$ cat config.mk
export PLATFORM = sky130hd
export DESIGN_NAME = eddbl_corner
export DESIGN_NICKNAME = d
export VERILOG_FILES = /design/src/hdl/eddbl_pkg.sv /design/src/hdl/eddbl_corner.sv
export SDC_FILE = /design/constraint.sdc
export NUM_CORES = 1
export LEC_CHECK = 0
export BUFFER_PORTS_ARGS = -buffer_cell sky130_fd_sc_hd__buf_2
export CAP_MARGIN = 40
export CORE_AREA = 2 2 138 140
export DETAILED_ROUTE_END_ITERATION = 7
export DIE_AREA = 0 0 140 142
export SYNTH_ARGS = -nofsm -noshare
export SYNTH_HDL_FRONTEND = slang
export SYNTH_SLANG_ARGS = --single-unit
$ cat constraint.sdc
create_clock -name vclk -period 3.35
set_clock_uncertainty 0.15 [all_clocks]
set_input_delay 0.5025 -clock vclk [all_inputs]
set_output_delay 0.5025 -clock vclk [all_outputs]
set_load 0.02 [all_outputs]
$ cat src/hdl/eddbl_pkg.sv
// eddbl_pkg: shared widths, pixel and neighborhood types, and register
// indexes for the edge-directed pixel doubler.
// No dependencies; used by every module of the block except eddbl_ram.
package eddbl_pkg;

    // Field widths
    localparam int PIX_W         = 40;
    localparam int ARGB_W        = 32;
    localparam int CHAN_W        = 8;
    localparam int NUM_CHAN      = ARGB_W / CHAN_W;
    localparam int COL_OUT_W     = 11;
    localparam int ROW_W         = 16;
    localparam int WIDTH_REG_W   = 12;
    localparam int HEIGHT_REG_W  = 16;
    localparam int CFG_W         = 16;
    localparam int CFG_ADDR_W    = 1;
    localparam int OUT_FIELDS_W  = COL_OUT_W + ROW_W + 4 * PIX_W;
    localparam int OUT_DATA_W    = ((OUT_FIELDS_W + 7) / 8) * 8;
    localparam int OUT_PAD_W     = OUT_DATA_W - OUT_FIELDS_W;

    // Line-store organization: three rotating rows, each kept in three
    // copies so that left, center and right neighbors read in the same cycle
    localparam int NUM_STORES    = 3;
    localparam int NUM_COPIES    = 3;
    localparam int STORE_SEL_W   = 2;

    localparam int DEF_MAX_WIDTH = 2048;

    // Configuration register indexes
    localparam logic [CFG_ADDR_W-1:0] REG_IMAGE_WIDTH  = 1'd0;
    localparam logic [CFG_ADDR_W-1:0] REG_IMAGE_HEIGHT = 1'd1;

    typedef logic [PIX_W-1:0] t_pixel;

    // Center pixel E with its four neighbors
    typedef struct packed {
        t_pixel b;
        t_pixel d;
        t_pixel e;
        t_pixel f;
        t_pixel h;
    } t_nbhd;

    // One 2x2 output block
    typedef struct packed {
        t_pixel tl;
        t_pixel tr;
        t_pixel bl;
        t_pixel br;
    } t_quad;

endpackage

$ cat src/hdl/eddbl_corner.sv
// eddbl_corner: edge test and corner selection for one 2x2 output block.
// Depends on eddbl_pkg (t_nbhd, t_quad, channel widths).
module eddbl_corner (
    input  eddbl_pkg::t_nbhd i_nbhd,
    output eddbl_pkg::t_quad o_quad
);

    logic                            edge_hit;
    logic [eddbl_pkg::NUM_CHAN-1:0]  chan_hit;
    logic                            db_eq;
    logic                            bf_eq;
    logic                            dh_eq;
    logic                            hf_eq;

    // Edge: some channel differs both vertically and horizontally
    always_comb begin
        for (int i = 0; i < eddbl_pkg::NUM_CHAN; i++) begin
            chan_hit[i] =
                (i_nbhd.b[i*eddbl_pkg::CHAN_W +: eddbl_pkg::CHAN_W] !=
                 i_nbhd.h[i*eddbl_pkg::CHAN_W +: eddbl_pkg::CHAN_W]) &&
                (i_nbhd.d[i*eddbl_pkg::CHAN_W +: eddbl_pkg::CHAN_W] !=
                 i_nbhd.f[i*eddbl_pkg::CHAN_W +: eddbl_pkg::CHAN_W]);
        end
        edge_hit = |chan_hit;
    end

    // Neighbor pair matches, m byte ignored
    assign db_eq = i_nbhd.d[eddbl_pkg::ARGB_W-1:0] == i_nbhd.b[eddbl_pkg::ARGB_W-1:0];
    assign bf_eq = i_nbhd.b[eddbl_pkg::ARGB_W-1:0] == i_nbhd.f[eddbl_pkg::ARGB_W-1:0];
    assign dh_eq = i_nbhd.d[eddbl_pkg::ARGB_W-1:0] == i_nbhd.h[eddbl_pkg::ARGB_W-1:0];
    assign hf_eq = i_nbhd.h[eddbl_pkg::ARGB_W-1:0] == i_nbhd.f[eddbl_pkg::ARGB_W-1:0];

    // Corner selection
    assign o_quad.tl = (edge_hit && db_eq) ? i_nbhd.d : i_nbhd.e;
    assign o_quad.tr = (edge_hit && bf_eq) ? i_nbhd.f : i_nbhd.e;
    assign o_quad.bl = (edge_hit && dh_eq) ? i_nbhd.d : i_nbhd.e;
    assign o_quad.br = (edge_hit && hf_eq) ? i_nbhd.f : i_nbhd.e;

endmodule

# Word level (Yosys, flattened, before mapping)

Index checks and enable logic that the tools add are counted.
Widths: inputs -> output; s select.

Equality and inequality tests: 12
Mux-type cells: 4
Reduce and logical (&&, ||, !) cells: 9

Operators with widths:

| operator          | count |
|---|---|
| $mux 40           | 4 |
| $eq 32x32->1      | 4 |
| $ne 8x8->1        | 8 |
| $logic_and 1x1->1 | 8 |
| $reduce_or 4->1   | 1 |

Flip-flop bits (word level): 0
Bits of input ports: 200
Output and inout port bits: 160

# Depth between registers and ports, before layout

Gate-level depths: netlist (run 1).

Word-level depth: 5
Gate-level depth with buffers: 7
Mapped depth without buffers: 6

# Worst setup path before layout (run 1)

Ideal clock, no wire load.

Kind: input-to-output
From: input port i_nbhd[146] (netlist bit)
To: output port o_quad[0] (netlist bit)
Arrival: 1783 ps
Path slack: 914 ps
Cell stages on the path: 7
Path through: xnor2_1 -> nand4_1 -> o22ai_1 -> nand4_2 -> nand3_2 -> buf_6 -> mux2_4

RTL lines:

| element            | RTL line          | source |
|---|---|---|
| start: declaration | eddbl_corner.sv:4 | `input eddbl_pkg::t_nbhd i_nbhd,` |
| end: declaration   | eddbl_corner.sv:5 | `output eddbl_pkg::t_quad o_quad` |

==> results of run 1 <==
==> per-layer routing <==
layer	routed length, um	vias to the layer above	share of wire (%)	GRT usage (%)
met5	57	-	0.27	0
met4	734	8	3.4	6.06
met3	1380	36	6.4	3.80
met2	10900	229	51	38.0
met1	8430	2201	39	23.1
li1	-	2304	-	-
==> where the power goes <==
| part | switching, mW | internal (mW) |
|---|---|---|
| Sequential | 0 | 0 |
| Combinational | 0.498 | 0.445 |
| Clock | 0 | 0.000000120 |
==> cell usage in the layout, fill, tap and decap left out <==
cell,count
nand4_1,48
o22ai_2,1
mux2_4,160
buf_4,24
buf_12,9
nor4_2,5
xnor2_1,192
diode_2,3
nand4_4,1
o22ai_1,3
nor4_1,3
buf_2,344
nand3_4,4
==> kinds of logic after synthesis <==
group	after synthesis	synth area share (%)
AO/OA/AOI/OAI	4	0.530
AND/OR/NAND/NOR	61	9.19
multiplexers	160	50.9
buffers and inverters	16	3.81
XOR/XNOR	192	35.6
==> how the worst max path moves through the flow <==
stage | startpoint | endpoint | cells after the start
3_3_place_gp | i_nbhd[151] | o_quad[43] | 9
5_1_grt | i_nbhd[151] | o_quad[119] | 9
3_5_place_dp | i_nbhd[151] | o_quad[43] | 9
6_report | i_nbhd[151] | o_quad[126] | 9
4_1_cts | i_nbhd[151] | o_quad[43] | 9
2_1_floorplan | i_nbhd[146] | o_quad[0] | 7
==> what timing repair did <==
action,4_1_cts,5_1_grt
pin swaps,1,0
hold buffers,0,0
gates cloned,0,0
setup endpoints to repair,2,93
resized for setup,0,2
==> worst min-delay path, stage by stage <==
cell and delay, ns:
buf_2 0.09, mux2_4 0.12, buf_2 0.15
==> cell type report <==
class,instances,area [um2]
antenna,3,7.51
timing repair buffer,377,2080
multi-input combinational,417,4590
fill,1905,11500
tap,234,293
==> impl_metrics.toml, run 1 <==
[cells_and_area]
flops_and_latches = 0
design_area_um2 = 6970
finalNonFillerCells = 1031
seqCellArea_um2 = 0
nClkBuffers = 0
fin_util_pct = 37.8
fin_nets = 996
drive_above_1_share_pct = 69.0
area_growth_pct = 47.6

[critical_path]
worstSetupEndpointType = "output port"
crit_arrival_ns = 2.57
crit_buf_inv = 3
crit_required_ns = 2.70
path_class = "primary input to output port"
cp_cell_sequence = "buf_2 -> xnor2_1 -> nand4_1 -> o22ai_1 -> nand4_4 -> nand3_4 -> buf_4 -> mux2_4 -> buf_2"
cp_slowest_cell = "o22ai_1"
cp-start-kind = "primary input"
cp_max_fo = 10
cpMostUsedCell = "buf_2"
critPathMaxStageDelay_ns = 0.36
cp_top_family = "simple AND/OR/NAND/NOR gates"

[sta]
slew_headroom_pct = 68.0
slew_viol_final = 0
totalNegativeSetupSlack_ns = 0
min_period_over_period_pct = 96.3
setup_viol = 0
holdWs_ns = 1.21
final_hold_viol_count = 0
fin_ws_ns = 0.123
fin_crit_ns = 3.23
fmax_mhz = 310
tightest_slew_ns = 0.476

[grt]
antenna_found_initial = 6
grt_pass1_wl_um = 30400
grt_max_degree = 20
track_usage_pct = 20.2
grt_overflow = 0
first_global_vias = 4941

[synth]
synthTopCellsByCount = "192 x xnor2_1, 160 x mux2_4, 48 x nand4_1"
syn_area_um2 = 4720
synthDistinctLibCells = 9
yosysWarnings = 0
synth.top_cell.area_share_pct = 50.9
synth.area.top_cells = "mux2_4 51%, xnor2_1 36%, nand4_1 6.4%, buf_6 3.8%, nor4_2 1.3%"
yosysMostFrequentCell = "xnor2_1"
syn-instance-count = 433
seq_area_frac_synth_pct = 0
yosys.area.top_type = "mux2_4"
syn_avg_cell_area_um2 = 10.9
synth_nets = 633

[die]
die-area_um2 = 19900
initial_core_util_pct = 25.6
die_h_um = 142
io_pins = 360
dieWidth_um = 140
row_count = 50
core_area_um2 = 18500

[power_and_ir_drop]
power_density_nw_per_um2 = 135
p_leak_nw = 3.55
power_mw = 0.943
vdd_drop_max_v = 0.0000444

[detailed_routing]
num_vias = 4778
wl_per_cell_um = 20.9
dr.pass1.iters = 8
drc = 50
viasPerCell = 4.63
drt_iter0_drc = 211
final_antenna_net_count = 0
wl_um = 21500

[hold_path]
hold_end = "o_quad[32]"
min_path_type = "primary input to output port"
hold_depth = 3
hold_start = "i_nbhd[72]"

[place]
dp.cells = 1028
placed_cell_area_um2 = 6950
pre_cts_ws_ns = 0.0113
dp_hpwl_um = 19100
gp_congestion = 0.917
place.port_buffers = 344

[clock_network]
postCtsSetupRepairBufs = 0

[status]
status = "complete, but fails checks"
violations = "DRC"

[job]
cap_viol_max_count = 0
Note: power is estimated with default switching activity, not from simulation.
==> inputs of run 2 (changes only) <==
- REMOVE_ABC_BUFFERS: not set -> 1
==> run 2 against run 1 <==
The run still ends with DRC left. Hold slack improved by 0.00056 ns. Total power decreased by 2.1%. Cell count is 1.2% lower. Critical path depth stayed put. Count of clock-buffer cells in the layout is the same. Cell area is 1.6% lower. Flip-flop and latch count did not move. Global-route usage decreased by 0.64 points. Non-clock buffer count down 13. Highest routed layer unchanged.
==> impl_metrics.toml, run 2 (same netlist as run 1, synthesis figures left out) <==
[detailed_routing]
drc = 75
viasPerCell = 4.62
wl_um = 20800
drt_iter0_drc = 173
wl_per_cell_um = 20.4
dr.pass1.iters = 8
final_antenna_net_count = 0
num_vias = 4705

[clock_network]
postCtsSetupRepairBufs = 0
post_cts_resized = 0
ctsHoldBuffers = 0

[cells_and_area]
drive_above_1_share_pct = 68.4
finalNonFillerCells = 1019
fillers = 1960
fin_nets = 983
seqCellArea_um2 = 0
fin_util_pct = 37.2
area_growth_pct = 45.2
nClkBuffers = 0
layout_common_cells = "344 x buf_2, 192 x xnor2_1, 160 x mux2_4"
flops_and_latches = 0
final_common_cell = "buf_2"

[die]
initial_core_util_pct = 25.6
die_h_um = 142
dieWidth_um = 140
row_count = 50
io_pins = 360
core_area_um2 = 18500
die-area_um2 = 19900

[power_and_ir_drop]
p_leak_nw = 3.48
vdd_drop_max_v = 0.0000489
power_mw = 0.922
power_density_nw_per_um2 = 135

[sta]
fmax_mhz = 309
min_period_over_period_pct = 96.6
tightest_slew_ns = 0.529
setup_viol = 0
final_hold_viol_count = 0
fin_crit_ns = 3.24
totalNegativeSetupSlack_ns = 0
holdWs_ns = 1.22
slew_viol_final = 0
rsz0062_at_grt = "no"
slew_headroom_pct = 64.4

[job]
cap_viol_max_count = 0

[place]
dp.cells = 1015
place.port_buffers = 344
dp_hpwl_um = 18500
gp_congestion = 0.907

[grt]
grt_overflow = 0
antenna_found_initial = 6
track_usage_pct = 19.5
grt_max_degree = 23
grt_pass1_wl_um = 29400
first_global_vias = 4823

[critical_path]
path_class = "primary input to output port"
crit_arrival_ns = 2.59
crit_required_ns = 2.70
worstSetupEndpointType = "output port"
cp-start-kind = "primary input"
cp_max_fo = 9

[status]
violations = "DRC"
status = "complete, but fails checks"

[hold_path]
min_path_type = "primary input to output port"
run 2: changes by cell type in the layout (fill, tap and decap cells not counted), sizes merged:
| cell | delta |
|---|---|
| diode | +1 |
| buf | -13 |
run 2: final cells by class:
class                           count  area [um2]  area share (%)
Timing Repair Buffer              364        1970            28.8
Multi-Input combinational cell    417        4580            66.8
Antenna cell                        4        10.0           0.146
Tap cell                          234         293            4.27
run 2: metrics by stage:
step	cell area [um2]	worst slack (ns)
2_1_floorplan	4540	0.0932
4_1_cts	6840	0.108
3_5_place_dp	6840	0.133
5_1_grt	6850	0.0181
6_report	6860	0.112
3_3_place_gp	6840	0.114
run 2: metal layers:
metal | vias to the layer above | routed length (um) | global-route usage (%)
met5 | - | 57 | 0
met4 | 8 | 182 | 1.59
met3 | 16 | 1280 | 3.57
met2 | 205 | 10900 | 38.5
met1 | 2198 | 8370 | 22.7
li1 | 2278 | - | -
run 2: final timing paths:
path,startpoint,end,slack (ns),depth (start not counted)
setup / recovery,i_nbhd[141],o_quad[67],0.11,9
hold / removal,i_nbhd[76],o_quad[116],1.22,3
run 2: critical path, cell delays in order:
cell and delay [ns]:
buf_2 0.11, xnor2_1 0.32, nand4_1 0.15, o22ai_1 0.35, nand4_4 0.24, nand3_4 0.16
buf_4 0.25, mux2_4 0.32, buf_2 0.16
run 2: power by group:
part | internal (mW) | leakage [nW] | switching (mW)
clock network | 0.000000160 | 0.0000254 | 0
registers | 0 | 0 | 0
logic | 0.437 | 3.48 | 0.485
total | 0.437 | 3.48 | 0.485
